<file path="config.mk">
export PLATFORM = sky130hd
export DESIGN_NAME = length_prefix_deframer_flat
export DESIGN_NICKNAME = d
export VERILOG_FILES = /design/src/sv/lpd_pkg.sv /design/src/sv/lpd_ifs.sv /design/src/sv/lpd_core.sv /design/src/sv/length_prefix_deframer.sv /design/src/flat_wrapper.sv
export SDC_FILE = /design/constraint.sdc
export NUM_CORES = 1
export LEC_CHECK = 0
export ABC_AREA = 1
export CAP_MARGIN = 30
export CORE_UTILIZATION = 45
export CTS_CLUSTER_DIAMETER = 50
export DETAILED_ROUTE_END_ITERATION = 8
export DONT_BUFFER_PORTS = 1
export SLEW_MARGIN = 20
export SYNTH_ARGS = -nofsm -noshare
export SYNTH_HDL_FRONTEND = slang
export SYNTH_HIERARCHICAL = 1
export SYNTH_SLANG_ARGS = --single-unit
</file>
<file path="constraint.sdc">
create_clock -name clk -period 3.3 [get_ports clk]
set_input_delay 0.66 -clock clk [delete_from_list [all_inputs] [get_ports clk]]
set_output_delay 0.66 -clock clk [all_outputs]
set_load 0.02 [all_outputs]
</file>
<file path="src/sv/lpd_pkg.sv">
// Shared types and constants for the length-prefix deframer.
// No dependencies; imported by lpd_core, the top level and the testbench.
package lpd_pkg;

	localparam int unsigned HEADER_BYTES = 4;
	localparam logic [31:0] MAX_LENGTH_RESET = 32'd65536;

	typedef enum logic [1:0] {
		PH_HEADER  = 2'd0,
		PH_PAYLOAD = 2'd1,
		PH_ERROR   = 2'd2
	} phase_t;

	typedef enum logic [1:0] {
		KIND_BYTE  = 2'd0,
		KIND_EMPTY = 2'd1,
		KIND_ERROR = 2'd2
	} kind_t;

	// one result word plus its valid flag, core to output register
	typedef struct packed {
		logic       valid;
		logic [1:0] kind;
		logic [7:0] payload;
		logic       last;
	} result_t;

endpackage

</file>
<file path="src/sv/lpd_ifs.sv">
// Valid/ready channel interfaces of the deframer: byte input, result output
// and max_length configuration write. Depends on nothing.
interface lpd_byte_if;
	logic       valid;
	logic       ready;
	logic [7:0] data_byte;

	modport source (output valid, output data_byte, input ready);
	modport sink (input valid, input data_byte, output ready);
endinterface

interface lpd_msg_if;
	logic       valid;
	logic       ready;
	logic [1:0] kind;
	logic [7:0] payload;
	logic       last;

	modport source (output valid, output kind, output payload, output last, input ready);
	modport sink (input valid, input kind, input payload, input last, output ready);
endinterface

interface lpd_cfg_if;
	logic        valid;
	logic        ready;
	logic [31:0] max_length;

	modport source (output valid, output max_length, input ready);
	modport sink (input valid, input max_length, output ready);
endinterface

</file>
<file path="src/sv/lpd_core.sv">
// Deframer state machine: header collection, length check, payload countdown.
// Depends on lpd_pkg. Consumes one word per step strobe, result is combinational.
module lpd_core
	import lpd_pkg::*;
(
	input  logic        clk,
	input  logic        arst_n,
	input  logic        step,
	input  logic [7:0]  data_byte,
	input  logic [31:0] max_length,
	output result_t     result
);

	phase_t      phase_q, phase_d;
	logic [1:0]  hdr_cnt_q, hdr_cnt_d;
	logic [31:0] len_q, len_d;
	logic [31:0] left_q, left_d;
	logic [31:0] shifted;
	logic [31:0] left_dec;
	logic        hdr_done;

	assign shifted  = {len_q[23:0], data_byte};
	assign left_dec = left_q - 32'd1;
	assign hdr_done = (hdr_cnt_q == 2'(HEADER_BYTES - 1));

	// next state
	always_comb begin
		phase_d   = phase_q;
		hdr_cnt_d = hdr_cnt_q;
		len_d     = len_q;
		left_d    = left_q;
		case (phase_q)
			PH_HEADER: begin
				len_d = shifted;
				if (!hdr_done) begin
					hdr_cnt_d = hdr_cnt_q + 2'd1;
				end else begin
					hdr_cnt_d = 2'd0;
					if (shifted > max_length) begin
						phase_d = PH_ERROR;
						len_d   = 32'd0;
						left_d  = 32'd0;
					end else if (shifted != 32'd0) begin
						phase_d = PH_PAYLOAD;
						left_d  = shifted;
						len_d   = 32'd0;
					end
				end
			end
			PH_PAYLOAD: begin
				left_d = left_dec;
				if (left_dec == 32'd0) begin
					phase_d   = PH_HEADER;
					hdr_cnt_d = 2'd0;
					len_d     = 32'd0;
				end
			end
			default: begin
				// sticky error: drop everything
			end
		endcase
	end

	// outputs
	always_comb begin
		result = '0;
		case (phase_q)
			PH_HEADER: begin
				if (hdr_done) begin
					if (shifted > max_length) begin
						result.valid = 1'b1;
						result.kind  = KIND_ERROR;
					end else if (shifted == 32'd0) begin
						result.valid = 1'b1;
						result.kind  = KIND_EMPTY;
						result.last  = 1'b1;
					end
				end
			end
			PH_PAYLOAD: begin
				result.valid   = 1'b1;
				result.kind    = KIND_BYTE;
				result.payload = data_byte;
				result.last    = (left_dec == 32'd0);
			end
			default: begin
				result = '0;
			end
		endcase
	end

	always_ff @(posedge clk or negedge arst_n) begin
		if (!arst_n) begin
			phase_q   <= PH_HEADER;
			hdr_cnt_q <= 2'd0;
			len_q     <= 32'd0;
			left_q    <= 32'd0;
		end else if (step) begin
			phase_q   <= phase_d;
			hdr_cnt_q <= hdr_cnt_d;
			len_q     <= len_d;
			left_q    <= left_d;
		end
	end

endmodule

</file>
<file path="src/sv/length_prefix_deframer.sv">
// Top level of the length-prefix deframer: input register, lpd_core, output register.
// Depends on lpd_pkg, the channel interfaces in lpd_ifs.sv and lpd_core.
//
//   channel  dir  payload                  word
//   stream   in   data_byte[7:0]           one raw byte of the framed stream
//   msg      out  kind[1:0] payload[7:0]   one result: byte, empty message
//                 last                     or length error
//   cfg      in   max_length[31:0]         write of the length limit
//
// One byte per cycle sustained while msg is not stalled; the result word for a byte
// passes the input register, then the result register, on its way to msg. Header
// bytes make no result word but for the last byte of a zero or over-limit header;
// dropped bytes make none. A stalled msg holds the result register; the input
// register still takes one more byte, then stream.ready drops. Reset clears the phase
// to header collection and max_length to 65536; cfg.ready is always high.
module length_prefix_deframer
	import lpd_pkg::*;
(
	input  logic    clk,
	input  logic    arst_n,
	lpd_byte_if.sink  stream,
	lpd_msg_if.source msg,
	lpd_cfg_if.sink   cfg
);

	logic        valid_s1;
	logic [7:0]  byte_s1;
	logic        advance;
	logic [31:0] max_length_q;
	result_t     result;
	logic        out_valid_q;
	logic [1:0]  kind_q;
	logic [7:0]  payload_q;
	logic        last_q;

	assign advance      = valid_s1 && (!out_valid_q || msg.ready);
	assign stream.ready = !valid_s1 || advance;
	assign cfg.ready    = 1'b1;

	always_ff @(posedge clk or negedge arst_n) begin
		if (!arst_n) begin
			max_length_q <= MAX_LENGTH_RESET;
		end else if (cfg.valid) begin
			max_length_q <= cfg.max_length;
		end
	end

	always_ff @(posedge clk or negedge arst_n) begin
		if (!arst_n) begin
			valid_s1 <= 1'b0;
		end else if (stream.ready) begin
			valid_s1 <= stream.valid;
		end
	end

	always_ff @(posedge clk) begin
		if (stream.ready && stream.valid) begin
			byte_s1 <= stream.data_byte;
		end
	end

	lpd_core u_core (
		.clk        (clk),
		.arst_n     (arst_n),
		.step       (advance),
		.data_byte  (byte_s1),
		.max_length (max_length_q),
		.result     (result)
	);

	always_ff @(posedge clk or negedge arst_n) begin
		if (!arst_n) begin
			out_valid_q <= 1'b0;
		end else if (!out_valid_q || msg.ready) begin
			out_valid_q <= advance && result.valid;
		end
	end

	always_ff @(posedge clk) begin
		if (advance && result.valid) begin
			kind_q    <= result.kind;
			payload_q <= result.payload;
			last_q    <= result.last;
		end
	end

	assign msg.valid   = out_valid_q;
	assign msg.kind    = kind_q;
	assign msg.payload = payload_q;
	assign msg.last    = last_q;

endmodule

</file>
<file path="src/flat_wrapper.sv">
// flat-port wrapper written by rule: the top's interface ports become plain ports
module length_prefix_deframer_flat import lpd_pkg::*;
  (clk, arst_n, stream_valid, stream_data_byte, stream_ready, msg_valid, msg_kind, msg_payload, msg_last, msg_ready, cfg_valid, cfg_max_length, cfg_ready);
  lpd_byte_if stream_i ();
  lpd_msg_if msg_i ();
  lpd_cfg_if cfg_i ();
  input  logic clk;
  input  logic arst_n;
  input wire logic [$bits(stream_i.valid)-1:0] stream_valid;
  input wire logic [$bits(stream_i.data_byte)-1:0] stream_data_byte;
  output wire logic [$bits(stream_i.ready)-1:0] stream_ready;
  output wire logic [$bits(msg_i.valid)-1:0] msg_valid;
  output wire logic [$bits(msg_i.kind)-1:0] msg_kind;
  output wire logic [$bits(msg_i.payload)-1:0] msg_payload;
  output wire logic [$bits(msg_i.last)-1:0] msg_last;
  input wire logic [$bits(msg_i.ready)-1:0] msg_ready;
  input wire logic [$bits(cfg_i.valid)-1:0] cfg_valid;
  input wire logic [$bits(cfg_i.max_length)-1:0] cfg_max_length;
  output wire logic [$bits(cfg_i.ready)-1:0] cfg_ready;
  assign stream_i.valid = stream_valid;
  assign stream_i.data_byte = stream_data_byte;
  assign stream_ready = stream_i.ready;
  assign msg_valid = msg_i.valid;
  assign msg_kind = msg_i.kind;
  assign msg_payload = msg_i.payload;
  assign msg_last = msg_i.last;
  assign msg_i.ready = msg_ready;
  assign cfg_i.valid = cfg_valid;
  assign cfg_i.max_length = cfg_max_length;
  assign cfg_ready = cfg_i.ready;
  length_prefix_deframer u_core (.clk(clk), .arst_n(arst_n), .stream(stream_i), .msg(msg_i), .cfg(cfg_i));
endmodule
</file>
; ---- After elaboration in Yosys (flattened, before gate mapping)
; Index checks and enable logic that the tools add are counted.
[classes]
n_reduce_logical = 15
eq_ne = 5
n_mux = 24
add_sub_neg = 2
magnitude_cmp = 1
[op_table]
columns = op, count
row1 = 24-bit 2-to-1 mux, 4
row2 = 32-bit 2-to-1 mux, 3
row3 = 32-bit logical NOT, 2
row4 = 32-bit one-hot mux with 2 select lines, 1
row5 = 24-bit one-hot mux with 2 select lines, 1
row6 = 32-bit > comparator, 1
row7 = 32-bit nonzero test, 1
row8 = 32-bit by 1-bit subtractor with 32-bit output (second input constant), 1
row9 = 2-bit 2-to-1 mux, 5
row10 = 3-bit 2-to-1 mux, 3
row11 = 2-bit one-hot mux with 2 select lines, 2
row12 = 3-bit one-hot mux with 2 select lines, 1
row13 = 5-bit AND reduction, 1
row14 = 2-bit != test (second input constant), 2
row15 = 4-bit AND reduction, 1
row16 = 1-bit logical AND, 3
row17 = 1-bit 2-to-1 mux, 3
row18 = 3-bit != test (second input constant), 1
row19 = 3-bit AND reduction, 1
row20 = 2-bit by 1-bit adder with 2-bit output (second input constant), 1
row21 = 2-bit by 1-bit equality test with 1-bit output (second input constant), 1
row22 = 2-bit equality test (second input constant), 1
row23 = 1-bit logical NOT, 2
row24 = 2-bit logical NOT, 1
row25 = other kinds (3), 4
[word_totals]
input_bits = 45
ff_bits = 113

; ---- Longest topological paths before layout
[depth]
ltp_word = 6
depth_mapped = 21

; ---- By module
; The synthesis kept the hierarchy.
[by_module_without_submodules]
columns = module, seq_area_each_um2, n_inst, area_per_inst_um2, cells_each
row1 = lpd_core, 1501.4, 1, 5083.6, 826
row2 = length_prefix_deframer, 1422.6, 1, 2098.3, 171

; ---- Worst setup path after synthesis
; Ideal clock, no wire load.
[synth_timing]
kind = register to register
from = reg u_core.u_core.len_q[15]
to = reg u_core.kind_q[0] (netlist: u_core/msg.kind[0]) (enable)
path_slack_ns = 0.739
stages_incl_launch_ff = 14
arrival_time_ns = 2.183
setup_time_ns = 0.378
path_cell_list = dfrtp_1 ha_1 nand2_1 nor2_1 nand4_1 nor3b_1 nand2_1 nand2_1 nand2_1 inv_1 o21ai_0 a21oi_1 inv_1 nor2_1
[synth_rtl]
columns = element, line
row1 = "start, declared", lpd_core.sv:16  ; logic [31:0] len_q, len_d;
row2 = "start signal, assigned", lpd_core.sv:101  ; len_q <= len_d;
row3 = "end signal, assigned", length_prefix_deframer.sv:81  ; kind_q <= result.kind;
row4 = "end, declared", length_prefix_deframer.sv:32  ; logic [1:0] kind_q;

; ---- Worst setup path after layout
[layout_timing]
from = reg u_core.u_core.len_q[15]
to = reg u_core.u_core.left_q[30]
[layout_via]
elab_chain_cells = 4
elab_cells_between_ends = 7
[layout_lines]
columns = element, line
row1 = 32-bit > comparator, lpd_core.sv:39  ; if (shifted > max_length) begin
row2 = 32-bit 2-to-1 mux, lpd_core.sv:39
row3 = 32-bit 2-to-1 mux, lpd_core.sv:35  ; if (!hdr_done) begin
row4 = 32-bit one-hot mux with 2 select lines, lpd_core.sv:32  ; case (phase_q)
row5 = "end signal, assigned", lpd_core.sv:102  ; left_q <= left_d;
row6 = "end, declared", lpd_core.sv:17  ; logic [31:0] left_q, left_d;
; Several ways; a longest one is shown, not always the timed one. The select of a mux whose other input is x is not followed.
; A chain may end at the register's enable or synchronous reset.

==> reports/qor.csv <==
stage;metric;value;unit
cts;number of buffers created by CTS;17;
logic_synthesis;largest family of logic cells by synthesized area;simple AND/OR/NAND/NOR gates;
detailed_routing;Via density;5.07;
setup_path;WS Path Type;flip-flop to flip-flop;
floorplan;num ports;59;
timing;Total Neg Setup Slack;0;ns
pwr;combinational power share;5.2;%
floorplan;die width;128;um
floorplan;Die Ht;128;um
cts;CTS Buffer Depth;2;
cts;Worst-Skew Late Latency;0.42;ns
timing;relative slew slack;54.0;%
setup_path;Critical Path Source Type;flip-flop;
logic_synthesis;synth top area cells;dfrtp_1 32%, nand2_1 17%, edfxtp_1 7.9%, inv_1 7.4%, ha_1 6.1%;
floorplan;full die area;0.0165;mm2
hold_path;HP Class;primary input to async pin;
logic_synthesis;post-synthesis adder-cell area fraction;6.10;%
pwr;Reg power frac;42.4;%
logic_synthesis;post-synth top area share;32.4;%
logic_synthesis;Post-Synth Simple-Gate Area;33.6;%
logic_synthesis;Post-synth top flop;dfrtp_1;
pwr;Pwr per Cell Area;442;mW/mm2
floorplan;Cell Rows;45;
detailed_routing;wire per inst;14.8;um
timing;Final Setup Violations;0;
cts;CTS Sinks;113;
cts;post-CTS setup buffer count;0;
placement;Port-buffer cells;0;
finish;Ant. Diodes;0;
setup_path;crit-path max FO;11;
global_route;first-pass GRT wire length;30000;um
pwr;Clk pwr share;52.4;%
global_route;largest net degree at the start of global routing;94;
finish;# fillers;1530;
logic_synthesis;Synth cell types;33;
logic_synthesis;top cells by count, synth;333 x nand2_1, 142 x inv_1, 93 x dfrtp_1, 91 x nor2_1, 78 x nand3_1;
logic_synthesis;number of synthesized flops with an enable pin;19;
global_route;initial antenna violation count;0;
logic_synthesis;sequential fraction of the synthesis area;40.7;%
setup_path;Worst setup EP type;flip-flop;
cts;CTS tree;done;
pwr;Sw Share;23.4;%
detailed_routing;1st-iter DRT viols;389;
logic_synthesis;XOR/XNOR Fraction of Synth Area;0.488;%
timing;Final Hold Viols;0;
cts;# resized after CTS;0;
timing;Setup Skew;0.0130;ns
logic_synthesis;asr flop ratio synth;83.2;%
placement;DP Wirelength;12800;um
detailed_routing;final wirelength;18000;um
detailed_routing;1st-pass router iterations;4;
finish;area delta synth->final;10.3;%
logic_synthesis;Avg Cell Area, Syn;7.20;um2
floorplan;initial core utilization;46.7;%
timing;RSZ-0062 raised after global routing;false;
pwr;Max VDD drop;0.327;mV
logic_synthesis;syn_nets;1077;
detailed_routing;DRT antenna net count;0;
global_route;number of global-route vias before repair;5974;
timing;worst-margin pin slew;0.688;ns
logic_synthesis;area leader, netlist;dfrtp_1;
pwr;Pint;2.68;mW
pwr;Lkg Pwr;4.22;nW
global_route;Total GRT Usage;23.7;%
run_status;status;finished, final reports clean;
cts;Reg clk slew, reported paths;0.06;ns
logic_synthesis;multiplexer share of the synthesized area;0;%
logic_synthesis;Compound-Gate Fraction of Synth Area;7.87;%
timing;Slew Viols, Final;0;
finish;Nets;1069;
cts;CTS root buffer;clkbuf_16;
global_route;GRT overflow;0;
timing;Max Freq;344;MHz
flow_run;max cap viols;0;
setup_path;r2r worst-path depth;14;
cts;hold_buf cts;1;
floorplan;CORE AREA;0.0154;mm2
logic_synthesis;Mapped Cells;997;
timing;fin crit share;88.1;%
logic_synthesis;Yosys reg bits;113;
pwr;Psw;820;uW
logic_synthesis;count leader, synth;nand2_1;
cts;H-tree levels;4;
setup_path;crit path DAT;3.21;ns
logic_synthesis;cell area after synthesis;0.00718;mm2
timing;Min Clock Period, post-route;2.91;ns
setup_path;WP data required;3.60;ns
placement;routability-driven placement congestion ratio;0.924;
logic_synthesis;YS warnings;6;
detailed_routing;drt drc;0;
finish;area of all placed cells without fillers;0.00792;mm2
detailed_routing;vias;6145;
finish;share of layout cells above drive strength 1;9.08;%
placement;placed cell area;0.00728;mm2
[path summary, 6_finish.rpt]
kind | from | end | slack [ns]
setup / recovery | u_core/u_core/len_q[15] | u_core/u_core/left_q[30] | 0.39
hold / removal | arst_n | u_core/max_length_q[16] | 0.09
setup reg to reg | u_core/u_core/len_q[15] | u_core/u_core/left_q[30] | 0.39
hold reg to reg | u_core/max_length_q[16] | u_core/max_length_q[16] | 0.47
max in group asynchronous | arst_n | u_core/u_core/len_q[13] | 2.77
min in group clk | cfg_valid | u_core/max_length_q[16] | 0.30
[power groups by stage]
| stage | clock network, mW | logic (mW) | registers [mW] |
|---|---|---|---|
| after global placement | 0 | 0.156 | 1.51 |
| after floorplan | 0 | 0.153 | 1.50 |
| after global routing | 1.94 | 0.216 | 1.49 |
| after detailed placement | 0 | 0.156 | 1.51 |
| final | 1.84 | 0.182 | 1.49 |
| after CTS | 1.88 | 0.187 | 1.49 |
[critical path: stages (launching register included)]
cell and delay (ns):
dfrtp_1 0.41, ha_1 0.30, nand2_1 0.07, nor2_1 0.15, nand4_1 0.09, nor3b_1 0.37
nand2_1 0.10, nand2_1 0.07, nand2_1 0.14, nand2_1 0.35, clkinv_1 0.37, nand2_1 0.13
o21ai_0 0.09, nand3_1 0.09, nand2_1 0.05
[state kept, by name (all words and copies together) (netlist names)]
register and flops:
u_core/byte_s1 8, u_core/max_length_q 32, u_core/msg.kind 2, u_core/msg.last 1, u_core/msg.payload 8, u_core/msg.valid 1, u_core/u_core/hdr_cnt_q 2, u_core/u_core/left_q 32
u_core/u_core/len_q 24, u_core/u_core/phase_q 2, u_core/valid_s1 1
[cells by family (layout without fill, tap and decap cells)]
kind of cell    count (synthesis)  after routing
simple gates                  573            573
other cells                     1              1
buf+inv                       182            187
xor+xnor                        4              4
compound gates                 89             89
flops                         113            113
fa+ha+maj                      35             35
[layout make-up]
class | instances | area (um2) | area share, %
clock buffers | 23 | 542 | 6.84
clock inverters | 9 | 65.1 | 0.822
inverters | 145 | 544 | 6.87
multi-input cells | 702 | 3470 | 43.8
flip-flops and latches | 113 | 2920 | 36.9
well taps | 211 | 264 | 3.33
repair buffers | 10 | 108 | 1.36
[layer usage]
| layer | track usage (%) | share of wire [%] | vias up |
|---|---|---|---|
| met3 | 5.11 | 4.6 | 25 |
| met5 | 0 | 0 | - |
| met2 | 37.6 | 45 | 155 |
| li1 | - | - | 3148 |
| met4 | 8.58 | 2.1 | 0 |
| met1 | 32.0 | 48 | 2817 |
[cell usage in the layout, fill, tap and decap left out, types with 6 or more instances in the layout]
cell type / n
nand2_2: 8
o21ai_0: 36
nand2_1: 333
nor3_1: 29
nand4_1: 14
nor2_1: 89
ha_1: 35
edfxtp_1: 19
clkbuf_16: 20
nand3_1: 78
buf_4: 8
inv_1: 142
dfrtp_1: 93
a21oi_1: 13
nor4_1: 6
o21ai_2: 29
[through the flow]
step | power [mW] | cells | setup slack (ns) | hold slack, ns | utilization (%)
2_1_floorplan | 1.66 | 997 | 0.739 | 0.364 | -
3_3_place_gp | 1.66 | 1180 | 0.533 | 0.370 | 47.4
3_5_place_dp | 1.67 | 1180 | 0.443 | 0.369 | 47.4
4_1_cts | 3.55 | 1213 | 0.414 | 0.0742 | 51.5
5_1_grt | 3.65 | 1213 | 0.0257 | 0.0644 | 51.5
6_report | 3.50 | 1213 | 0.393 | 0.0941 | 51.5
(Power assumes the default switching activity.)
